**config.mk**
```make
export PLATFORM = sky130hd
export DESIGN_NAME = frame_rate_pacer
export DESIGN_NICKNAME = d
export VERILOG_FILES = /design/src/design/frp_pkg.sv /design/src/design/frp_cfg.sv /design/src/design/frp_div.sv /design/src/design/frame_rate_pacer.sv
export SDC_FILE = /design/constraint.sdc
export NUM_CORES = 2
export LEC_CHECK = 0
export BUFFER_PORTS_ARGS = -buffer_cell sky130_fd_sc_hd__buf_4
export CORE_MARGIN = 4
export CORE_UTILIZATION = 50
export CTS_CLUSTER_SIZE = 8
export DETAILED_ROUTE_END_ITERATION = 10
export PLACE_DENSITY = 0.7
export SYNTH_ARGS = -nofsm -noshare
export SYNTH_HDL_FRONTEND = slang
export SYNTH_HIERARCHICAL = 1
export SYNTH_SLANG_ARGS = --single-unit
```
**constraint.sdc**
```tcl
create_clock -name clk -period 6.4 [get_ports clk]
set_input_delay 0.32 -clock clk [delete_from_list [all_inputs] [get_ports clk]]
set_output_delay 0.32 -clock clk [all_outputs]
set_load 0.005 [all_outputs]
```
**src/design/frp_pkg.sv**
```systemverilog
// Shared constants, codes and payload types of the frame rate pacer.
package frp_pkg;

  localparam int TICKS_PER_SECOND = 1000000;
  localparam int MAX_RATE         = 240;
  localparam int TIME_BITS        = 48;

  localparam int RATE_BITS     = 8;
  localparam int FIELD_BITS    = 20;
  localparam int CNT_BITS      = 32;
  localparam int CFG_IDX_BITS  = 3;
  localparam int CFG_DATA_BITS = 8;
  // interval never exceeds the tick rate itself (rate of at least one)
  localparam int IVL_BITS      = $clog2(TICKS_PER_SECOND + 1);
  localparam int DIV_BITS      = (IVL_BITS > RATE_BITS) ? IVL_BITS : RATE_BITS;
  localparam int DIV_STEP_BITS = $clog2(TIME_BITS + 1);
  localparam logic [FIELD_BITS-1:0] FIELD_MAX = {FIELD_BITS{1'b1}};

  typedef enum logic [2:0] {
    MODE_DISABLED    = 3'd0,
    MODE_PROFILING   = 3'd1,
    MODE_MINIMIZED   = 3'd2,
    MODE_BACKGROUND  = 3'd3,
    MODE_PLAY        = 3'd4,
    MODE_INTERACTION = 3'd5,
    MODE_REALTIME    = 3'd6,
    MODE_IDLE        = 3'd7
  } mode_t;

  typedef enum logic [CFG_IDX_BITS-1:0] {
    REG_PACING_ENABLED   = 3'd0,
    REG_PLAY_RATE        = 3'd1,
    REG_INTERACTION_RATE = 3'd2,
    REG_REALTIME_RATE    = 3'd3,
    REG_IDLE_RATE        = 3'd4,
    REG_BACKGROUND_RATE  = 3'd5,
    REG_MINIMIZED_RATE   = 3'd6
  } reg_idx_t;

  typedef struct packed {
    logic                 pacing_enabled;
    logic [RATE_BITS-1:0] play_rate;
    logic [RATE_BITS-1:0] interaction_rate;
    logic [RATE_BITS-1:0] realtime_rate;
    logic [RATE_BITS-1:0] idle_rate;
    logic [RATE_BITS-1:0] background_rate;
    logic [RATE_BITS-1:0] minimized_rate;
  } frp_cfg_t;

  typedef struct packed {
    logic [TIME_BITS-1:0] now_ticks;
    logic                 profiling_uncapped;
    logic                 is_minimized;
    logic                 in_foreground;
    logic                 play_active;
    logic                 interaction_active;
    logic                 viewport_continuous;
  } frp_in_t;

  typedef struct packed {
    mode_t                 pace_mode;
    logic [RATE_BITS-1:0]  target_rate;
    logic [FIELD_BITS-1:0] interval_ticks;
    logic [FIELD_BITS-1:0] wait_ticks;
    logic [CNT_BITS-1:0]   late_count;
    logic [CNT_BITS-1:0]   frame_count;
  } frp_out_t;

endpackage

```
**src/design/frp_cfg.sv**
```systemverilog
// Configuration registers with rate clamping and pacing-state clear strobe.
module frp_cfg import frp_pkg::*; (
  input  logic                     clk,
  input  logic                     rst,
  input  logic                     cfg_we,
  input  logic [CFG_IDX_BITS-1:0]  cfg_index,
  input  logic [CFG_DATA_BITS-1:0] cfg_data,
  output frp_cfg_t                 cfg,
  output logic                     cfg_clear
);

  logic [RATE_BITS-1:0] rate_clamped;

  always_comb begin
    if (cfg_data == '0) begin
      rate_clamped = RATE_BITS'(1);
    end else if (int'(cfg_data) > MAX_RATE) begin
      rate_clamped = RATE_BITS'(MAX_RATE);
    end else begin
      rate_clamped = cfg_data[RATE_BITS-1:0];
    end
  end

  // any known index also wipes the pacing state
  assign cfg_clear = cfg_we && (cfg_index <= REG_MINIMIZED_RATE);

  always_ff @(posedge clk) begin
    if (rst) begin
      cfg.pacing_enabled   <= 1'b1;
      cfg.play_rate        <= RATE_BITS'(60);
      cfg.interaction_rate <= RATE_BITS'(60);
      cfg.realtime_rate    <= RATE_BITS'(60);
      cfg.idle_rate        <= RATE_BITS'(30);
      cfg.background_rate  <= RATE_BITS'(10);
      cfg.minimized_rate   <= RATE_BITS'(5);
    end else if (cfg_we) begin
      case (cfg_index)
        REG_PACING_ENABLED:   cfg.pacing_enabled   <= cfg_data[0];
        REG_PLAY_RATE:        cfg.play_rate        <= rate_clamped;
        REG_INTERACTION_RATE: cfg.interaction_rate <= rate_clamped;
        REG_REALTIME_RATE:    cfg.realtime_rate    <= rate_clamped;
        REG_IDLE_RATE:        cfg.idle_rate        <= rate_clamped;
        REG_BACKGROUND_RATE:  cfg.background_rate  <= rate_clamped;
        REG_MINIMIZED_RATE:   cfg.minimized_rate   <= rate_clamped;
        default: ;
      endcase
    end
  end

endmodule

```
**src/design/frp_div.sv**
```systemverilog
// Shared restoring divider, one quotient bit per cycle.
module frp_div import frp_pkg::*; (
  input  logic                 clk,
  input  logic                 rst,
  input  logic                 start,
  input  logic [TIME_BITS-1:0] dividend,
  input  logic [DIV_BITS-1:0]  divisor,
  output logic                 done,
  output logic [TIME_BITS-1:0] quotient,
  output logic [DIV_BITS-1:0]  remainder
);

  logic                     running;
  logic [DIV_STEP_BITS-1:0] steps;
  logic [DIV_BITS-1:0]      dsr;
  logic [DIV_BITS:0]        trial;
  logic [DIV_BITS:0]        diff;

  assign trial = {remainder, quotient[TIME_BITS-1]};
  assign diff  = trial - {1'b0, dsr};

  always_ff @(posedge clk) begin
    if (rst) begin
      running <= 1'b0;
      done    <= 1'b0;
      steps   <= '0;
    end else begin
      done <= 1'b0;
      if (start) begin
        running <= 1'b1;
        steps   <= DIV_STEP_BITS'(TIME_BITS);
      end else if (running) begin
        steps <= steps - 1'b1;
        if (steps == DIV_STEP_BITS'(1)) begin
          running <= 1'b0;
          done    <= 1'b1;
        end
      end
    end
  end

  always_ff @(posedge clk) begin
    if (start) begin
      quotient  <= dividend;
      remainder <= '0;
      dsr       <= divisor;
    end else if (running) begin
      if (trial >= {1'b0, dsr}) begin
        remainder <= diff[DIV_BITS-1:0];
        quotient  <= {quotient[TIME_BITS-2:0], 1'b1};
      end else begin
        remainder <= trial[DIV_BITS-1:0];
        quotient  <= {quotient[TIME_BITS-2:0], 1'b0};
      end
    end
  end

endmodule

```
**src/design/frame_rate_pacer.sv**
```systemverilog
// Frame rate pacer: one result per frame item. A steady capped frame runs the
// shared bit-serial divider twice (interval from the rate, then the deadline
// remainder); a first frame or a change of mode or rate needs one division,
// and an uncapped frame none. frame_ready is high only while no item is in
// work, so the next item can be taken in the cycle in which a result appears
// at the earliest; a finished result may wait in the output register while
// the next item enters.
module frame_rate_pacer import frp_pkg::*; (
  input  logic                     clk,
  input  logic                     rst,
  input  logic                     frame_valid,
  output logic                     frame_ready,
  input  frp_in_t                  frame,
  output logic                     result_valid,
  input  logic                     result_ready,
  output frp_out_t                 result,
  input  logic                     cfg_we,
  input  logic [CFG_IDX_BITS-1:0]  cfg_index,
  input  logic [CFG_DATA_BITS-1:0] cfg_data
);

  typedef enum logic [5:0] {
    S_IDLE = 6'b000001,
    S_PREP = 6'b000010,
    S_DIVI = 6'b000100,
    S_STEP = 6'b001000,
    S_DIVR = 6'b010000,
    S_DONE = 6'b100000
  } state_t;

  state_t                state;
  frp_cfg_t              cfg;
  logic                  cfg_clear;
  frp_in_t               item;
  mode_t                 mode;
  logic [RATE_BITS-1:0]  rate;
  logic [IVL_BITS-1:0]   interval;
  logic [TIME_BITS-1:0]  now_eff;
  logic [FIELD_BITS-1:0] wait_ticks;
  logic                  deadline_valid;
  logic [TIME_BITS-1:0]  next_deadline;
  mode_t                 last_mode;
  logic [RATE_BITS-1:0]  last_rate;
  logic [CNT_BITS-1:0]   late_counter;
  logic [CNT_BITS-1:0]   frame_counter;

  mode_t                 sel_mode;
  logic [RATE_BITS-1:0]  sel_rate;
  logic [TIME_BITS-1:0]  ivl_wide;
  logic                  early;
  logic [TIME_BITS-1:0]  now_eff_c;
  logic [TIME_BITS-1:0]  early_gap;
  logic                  changed;

  logic                  div_start;
  logic [TIME_BITS-1:0]  div_dividend;
  logic [DIV_BITS-1:0]   div_divisor;
  logic                  div_done;
  logic [TIME_BITS-1:0]  div_quotient;
  logic [DIV_BITS-1:0]   div_remainder;

  frp_cfg u_cfg (
    .clk       (clk),
    .rst       (rst),
    .cfg_we    (cfg_we),
    .cfg_index (cfg_index),
    .cfg_data  (cfg_data),
    .cfg       (cfg),
    .cfg_clear (cfg_clear)
  );

  frp_div u_div (
    .clk       (clk),
    .rst       (rst),
    .start     (div_start),
    .dividend  (div_dividend),
    .divisor   (div_divisor),
    .done      (div_done),
    .quotient  (div_quotient),
    .remainder (div_remainder)
  );

  assign frame_ready = (state == S_IDLE);

  // fixed priority mode pick
  always_comb begin
    if (!cfg.pacing_enabled) begin
      sel_mode = MODE_DISABLED;
      sel_rate = '0;
    end else if (item.profiling_uncapped) begin
      sel_mode = MODE_PROFILING;
      sel_rate = '0;
    end else if (item.is_minimized) begin
      sel_mode = MODE_MINIMIZED;
      sel_rate = cfg.minimized_rate;
    end else if (!item.in_foreground) begin
      sel_mode = MODE_BACKGROUND;
      sel_rate = cfg.background_rate;
    end else if (item.play_active) begin
      sel_mode = MODE_PLAY;
      sel_rate = cfg.play_rate;
    end else if (item.interaction_active) begin
      sel_mode = MODE_INTERACTION;
      sel_rate = cfg.interaction_rate;
    end else if (item.viewport_continuous) begin
      sel_mode = MODE_REALTIME;
      sel_rate = cfg.realtime_rate;
    end else begin
      sel_mode = MODE_IDLE;
      sel_rate = cfg.idle_rate;
    end
  end

  assign ivl_wide  = TIME_BITS'(interval);
  assign early     = item.now_ticks < next_deadline;
  assign now_eff_c = early ? next_deadline : item.now_ticks;
  assign early_gap = next_deadline - item.now_ticks;
  assign changed   = !deadline_valid || (last_mode != mode) || (last_rate != rate);

  always_comb begin
    div_start    = 1'b0;
    div_dividend = TIME_BITS'(TICKS_PER_SECOND);
    div_divisor  = DIV_BITS'(sel_rate);
    case (state)
      S_PREP: div_start = (sel_rate != '0);
      S_STEP: begin
        div_start    = !changed;
        // now_eff_c never lies before the deadline here
        div_dividend = now_eff_c - next_deadline;
        div_divisor  = DIV_BITS'(interval);
      end
      default: ;
    endcase
  end

  always_ff @(posedge clk) begin
    if (rst) begin
      state          <= S_IDLE;
      result_valid   <= 1'b0;
      deadline_valid <= 1'b0;
      next_deadline  <= '0;
      last_mode      <= MODE_DISABLED;
      last_rate      <= '0;
      late_counter   <= '0;
      frame_counter  <= '0;
    end else begin
      // in S_DONE the case below sets the valid flag itself
      if (result_valid && result_ready && (state != S_DONE)) begin
        result_valid <= 1'b0;
      end
      if (cfg_clear) begin
        deadline_valid <= 1'b0;
        next_deadline  <= '0;
        last_mode      <= MODE_DISABLED;
        last_rate      <= '0;
        late_counter   <= '0;
        frame_counter  <= '0;
      end
      case (state)
        S_IDLE: begin
          if (frame_valid) begin
            state <= S_PREP;
          end
        end
        S_PREP: begin
          if (sel_rate == '0) begin
            deadline_valid <= 1'b0;
            state          <= S_DONE;
          end else begin
            state <= S_DIVI;
          end
        end
        S_DIVI: begin
          if (div_done) begin
            state <= S_STEP;
          end
        end
        S_STEP: begin
          if (changed) begin
            next_deadline  <= item.now_ticks + ivl_wide;
            deadline_valid <= 1'b1;
            state          <= S_DONE;
          end else begin
            state <= S_DIVR;
          end
        end
        S_DIVR: begin
          if (div_done) begin
            if (now_eff > next_deadline + ivl_wide) begin
              late_counter <= late_counter + 1'b1;
            end
            // whole intervals past now: now - (now - deadline) mod interval + interval
            next_deadline <= now_eff - TIME_BITS'(div_remainder) + ivl_wide;
            state         <= S_DONE;
          end
        end
        S_DONE: begin
          if (!result_valid || result_ready) begin
            result_valid  <= 1'b1;
            last_mode     <= mode;
            last_rate     <= rate;
            frame_counter <= frame_counter + 1'b1;
            state         <= S_IDLE;
          end
        end
        default: state <= S_IDLE;
      endcase
    end
  end

  // item payload and per-item working values
  always_ff @(posedge clk) begin
    case (state)
      S_IDLE: begin
        if (frame_valid) begin
          item <= frame;
        end
      end
      S_PREP: begin
        mode       <= sel_mode;
        rate       <= sel_rate;
        interval   <= '0;
        wait_ticks <= '0;
      end
      S_DIVI: begin
        if (div_done) begin
          if (div_quotient == '0) begin
            interval <= IVL_BITS'(1);
          end else begin
            interval <= div_quotient[IVL_BITS-1:0];
          end
        end
      end
      S_STEP: begin
        now_eff <= now_eff_c;
        if (!changed && early) begin
          if (early_gap > TIME_BITS'(FIELD_MAX)) begin
            wait_ticks <= FIELD_MAX;
          end else begin
            wait_ticks <= early_gap[FIELD_BITS-1:0];
          end
        end
      end
      S_DONE: begin
        if (!result_valid || result_ready) begin
          result.pace_mode   <= mode;
          result.target_rate <= rate;
          if (ivl_wide > TIME_BITS'(FIELD_MAX)) begin
            result.interval_ticks <= FIELD_MAX;
          end else begin
            result.interval_ticks <= ivl_wide[FIELD_BITS-1:0];
          end
          result.wait_ticks  <= wait_ticks;
          result.late_count  <= late_counter;
          result.frame_count <= frame_counter + 1'b1;
        end
      end
      default: ;
    endcase
  end

endmodule

```
### Word level (Yosys, flattened, before mapping)

Cells that the tools add are included.

| word-level totals | value |
|---|---|
| memories | 0 |
| memory bits (writable) | 0 |
| bits in read-only memories | 0 |
| word-level logic and storage cells | 184 |
| output and inout port bits | 117 |
| flip-flop bits (word level) | 544 |
| latch bits | 0 |
| bits of input ports | 70 |

| operators by class | value |
|---|---|
| $mul | 0 |
| muxes and demuxes | 66 |
| eq/ne operators | 21 |
| div/mod/pow operators | 0 |
| add/sub/neg operators | 10 |
| bitwise gates (word level) | 3 |
| reductions and logical operators | 34 |
| order comparisons | 7 |
| shift-type cells | 0 |

Operators by type and width:

| operator | number |
|---|---|
| 48-bit 2-to-1 mux | 7 |
| 32-bit 2-to-1 mux | 7 |
| 48-bit by 20-bit adder with 48-bit output | 3 |
| 8-bit 2-to-1 mux | 13 |
| 20-bit 2-to-1 mux | 5 |
| 48-bit one-hot mux with 2 select lines | 1 |
| 48-bit subtractor | 2 |
| 20-bit one-hot mux with 2 select lines | 2 |
| 32-bit by 1-bit adder with 32-bit output (second input constant) | 2 |
| 48-bit by 20-bit > comparator with 1-bit output (second input constant) | 1 |
| 48-bit > comparator | 1 |
| 48-bit zero test | 1 |
| 48-bit less-than comparator | 1 |
| 6-bit 2-to-1 mux | 8 |
| 48-bit by 20-bit subtractor with 48-bit output | 1 |
| 6-bit one-hot mux with 6 select lines | 1 |
| 2-bit AND reduction | 11 |
| 21-bit by 20-bit >= comparator with 1-bit output | 1 |
| 20-bit > comparator (second input constant) | 1 |
| 20-bit subtractor | 1 |
| 8-bit zero test | 2 |
| 1-bit 2-to-1 mux | 13 |
| 6-bit by 1-bit equality test with 1-bit output (second input constant) | 2 |
| 3-bit equality test (second input constant) | 3 |
| other kinds (29) | 51 |

### Depth between registers and ports, before layout

| logic depth | value |
|---|---|
| word-level depth | 10 |
| gate-level depth with buffers | 33 |
| mapped depth without buffers | 30 |

### Modules after synthesis

The synthesis kept the hierarchy.

By module, submodules not included:

| module | times used | cells an instance | area an instance (um^2) | sequential area each (um^2) |
|---|---|---|---|---|
| frame_rate_pacer | 1 | 3,240 | 28,576.2 | 10,670.2 |
| frp_div | 1 | 423 | 5,057.4 | 2,602.5 |
| frp_cfg | 1 | 219 | 1,949.4 | 980.9 |

### Worst setup path before layout

Ideal clock, no wire load.

| timing | value |
|---|---|
| path type | register to register |
| from | register interval[1] |
| to | register late_counter[6] |
| clock period less this slack | 6,042 ps |
| library setup time | 124 ps |
| slack | 358 ps |
| data required time | 6,276 ps |
| buffers on the path | 4 |
| arrival | 5,918 ps |
| stages on the path, launching flop included | 31 |
| path through | edfxtp_1 -> ha_1 -> a21o_1 -> a21oi_1 -> nor2b_1 -> nor4_1 -> o31ai_1 -> o211a_1 -> o21ai_0 -> a21oi_1 -> a211o_1 -> a21o_1 -> nand2_1 -> nor2_1 -> xnor2_1 -> ha_1 -> a21o_1 -> a21o_1 -> a21o_1 -> a21o_1 -> a21o_1 -> a21o_1 -> a221o_1 -> a211oi_1 -> a211o_1 -> buf_2 -> nand2b_1 -> buf_2 -> clkbuf_1 -> buf_2 -> o31ai_1 |

| between the ends | value |
|---|---|
| longest elaborated chain between the ends | 5 |

RTL lines:

| item | RTL line | source |
|---|---|---|
| from (decl) | frame_rate_pacer.sv:37 | `logic [IVL_BITS-1:0] interval;` |
| from (signal assigned) | frame_rate_pacer.sv:230 | `interval <= div_quotient[IVL_BITS-1:0];` |
| 48-bit by 20-bit adder with 48-bit output | frame_rate_pacer.sv:189 | `if (now_eff > next_deadline + ivl_wide) begin` |
| 48-bit > comparator | frame_rate_pacer.sv:189 |  |
| 32-bit 2-to-1 mux | frame_rate_pacer.sv:189 |  |
| 32-bit 2-to-1 mux | frame_rate_pacer.sv:188 | `if (div_done) begin` |
| 32-bit 2-to-1 mux | frame_rate_pacer.sv:159 | `case (state)` |
| to (signal assigned) | frame_rate_pacer.sv:190 | `late_counter <= late_counter + 1'b1;` |
| to (decl) | frame_rate_pacer.sv:44 | `logic [CNT_BITS-1:0] late_counter;` |

No other way between the ends.
A chain may end at the register's enable or synchronous reset.

### Final worst setup path

| timing | value |
|---|---|
| from | register interval[0] |
| to | register late_counter[6] |

Same word-level chain as after synthesis.

==> results.json <==
{
  "drive_gt1_frac": 0.136,
  "fin_skew_ns": 0.0518,
  "drc_errors": 0,
  "place_inst": 4970,
  "fp-row-count": 97,
  "ys_ff_latch": 544,
  "synthTopCellsByArea": "edfxtp_1 (28%), dfxtp_1 (12%), ha_1 (9.0%)",
  "cts_buffers": 78,
  "design.core.area_mm2": 0.0703,
  "maxCapViolations": 0,
  "post_synth_num_cell_types": 105,
  "finalCritPeriodShare": 0.974,
  "drtIter0Drc": 2509,
  "dieArea_mm2": 0.0755,
  "cts_sinks": 544,
  "synth_top_cell_by_area": "edfxtp_1",
  "critical_path_buf_inv_count": 3,
  "final_cell_area_mm2": 0.0419,
  "outcome": "completed",
  "cts-root-buf": "clkbuf_16",
  "synth_area_mm2": 0.0356,
  "synth_edf_count": 336,
  "finalSetupViolCount": 0,
  "seq_area_frac_synth": 0.401,
  "final_nets": 4537,
  "pre_cts_slack_ns": -0.143,
  "fin_crit_ns": 6.23,
  "htreeDepth": 3,
  "critical-path-top-delay-family": "compound AO/OA/AOI/OAI gates",
  "syn-num-nets": 4232,
  "ant_nets": 0,
  "finalNonFillerCells": 5185,
  "syn_inst": 3882,
  "dr.pass1.iters": 6,
  "synth_compound_area_frac": 0.185,
  "clk_latency_ns": 0.65,
  "grt_overflow": 0,
  "fmax_mhz": 160,
  "critical-path-max-stage-delay_ns": 0.41,
  "cts.clk_slew.worst_paths_ns": 0.05,
  "power_per_cell_area_mw_per_mm2": 272,
  "hold_path.class": "in -> reg",
  "die_h_um": 275,
  "crit_path_frequent_cell": "a21o_1",
  "slew_viol_final": 0,
  "final_core_util": 0.596,
  "dpl_cell_area_mm2": 0.0385,
  "cp.required_ns": 6.90,
  "initial_core_util": 0.506,
  "synth_xor_area_frac": 0.0628,
  "grt_usage": 0.263,
  "tritoncts": "built",
  "synthMuxAreaShare": 0.0237,
  "die_w_um": 275,
  "grt_pass1_wl_um": 158000,
  "antenna_found_initial": 1,
  "fin_tns_setup_ns": 0,
  "grt_pass1_vias": 28900,
  "hpwl_um": 75900,
  "place_congestion": 1.01,
  "port-buffer-count": 186,
  "grt_max_degree": 87,
  "ir_drop_v": 0.000194,
  "start_kind": "flip-flop",
  "ys.flop_type": "edfxtp_1",
  "vias_per_cell": 5.83,
  "power.leakage_nw": 17.3,
  "totalWireLength_um": 103000,
  "synth-simple-area-share": 0.172,
  "finalWorstSetupSlack_ns": 0.165,
  "synth_top_area_share": 0.284,
  "finalPower_mw": 11.4,
  "synth_top_family_by_area": "compound AO/OA/AOI/OAI gates",
  "worst_pin_slew_ns": 1.17,
  "routedWlPerCell_um": 19.9,
  "crit_path_end_kind": "flip-flop",
  "clk_path_buf_depth": 3,
  "worst-path-max-fanout": 6,
  "async_flop_share": 0,
  "vias": 30200,
  "cpMaxStageDelayCell": "edfxtp_1",
  "avgSynthCellArea_um2": 9.17,
  "hold_ws_ns": 0.0393,
  "io_pins": 187,
  "max_slew_margin": 0.215,
  "finalHoldViolCount": 0,
  "area_delta_synth_final_pct": 17.7,
  "arrival_ns": 6.74,
  "synthAdderAreaFrac": 0.104,
  "crit_type": "reg -> reg",
  "yosys_warnings": 6
}
[metal layers]
layer	global-route usage	share of wire
met5	0	0
met4	0.106	0.042
met3	0.0361	0.057
met2	0.442	0.47
met1	0.344	0.43
[layout make-up]
cell class | count | area [µm²]
repair buffers | 401 | 3280
flip-flops and latches | 544 | 14300
well taps | 940 | 1180
clock inverters | 6 | 143
multi-input cells | 2868 | 19700
clock buffers | 131 | 2180
fillers | 6206 | 28400
inverters | 294 | 1110
diodes | 1 | 2.50
[sequential cells by signal, summed over array words and instances (netlist names), 32 cells and up]
signal	flops
result	115
late_counter	32
u_div/quotient	48
now_eff	48
next_deadline	48
item	54
frame_counter	32
u_cfg/cfg	49
[cells in the mapped netlist, drive strengths merged, types with 8 or more instances]
master,count
a2111oi,9
a211o,10
a211oi,34
a21o,124
a21oi,321
a222oi,27
a22oi,19
a31oi,39
and2,36
and3,53
buf,42
clkbuf,135
dfxtp,208
edfxtp,336
fa,25
ha,255
inv,293
mux2,50
mux2i,28
nand2,340
nand2b,52
nand3,81
nand3b,10
nand4,73
nand4b,8
nor2,332
nor2b,47
nor3,46
nor3b,41
nor4,38
o211ai,39
o21a,42
o21ai,241
o21bai,24
o31a,10
o31ai,24
or2,19
or3,12
xnor2,171
xor2,84
[worst min-delay path: cells and delay by family]
family	cells	cell delay (ns)
and+or+nand+nor	1	0.07
AOI/OAI and AO/OA	1	0.05
buffers and inverters	1	0.16
[cells in the final DEF, fill, tap and decap left out, types with 12 or more instances in the layout]
cell type	count
a211oi_1	29
a21o_1	121
a21oi_1	316
a222oi_1	27
a22oi_1	18
a31oi_1	37
and2_1	34
and3_1	50
buf_4	328
clkbuf_1	51
clkbuf_16	82
dfxtp_1	208
dlygate4sd3_1	62
edfxtp_1	336
fa_1	24
ha_1	250
inv_1	291
mux2_2	50
mux2i_1	28
nand2_1	338
nand2b_1	51
nand3_1	79
nand4_1	71
nor2_1	329
nor2b_1	47
nor3_1	44
nor3b_1	40
nor4_1	34
o211ai_1	39
o21a_1	42
o21ai_0	212
o21ai_1	23
o21bai_1	24
o31ai_1	22
or2_2	18
or3_1	12
xnor2_1	171
xor2_1	84
[kinds of logic after synthesis]
group / Yosys count
buffers and inverters: 471
multiplexers: 78
flip-flops: 544
AND/OR/NAND/NOR: 1224
AO/OA/AOI/OAI: 1030
XOR/XNOR: 255
adder cells (fa/ha/maj): 280
[worst paths after layout]
check,startpoint,to,slack (ns),cells after the start
max,interval[0],late_counter[6],0.17,32
min reg2reg,wait_ticks[10],result[74],0.41,0
max reg2reg,interval[0],late_counter[6],0.17,32
min,cfg_data[7],u_cfg/cfg[23],0.04,3
[report_power, final]
part	total [mW]	leakage, nW	internal, mW	switching [mW]
clock	3.96	1.10	2.33	1.64
sequential	4.23	4.90	3.99	0.241
combinational	3.19	11.3	1.32	1.87
[repair_timing]
item,CTS,global route
endpoints found under the setup margin,29,50
gates resized for setup,2,60
cloned,0,5
hold buffers,62,0
setup buffers,0,10
pin swaps,0,16
endpoints found under the hold margin,75,0
(Power assumes the default switching activity.)
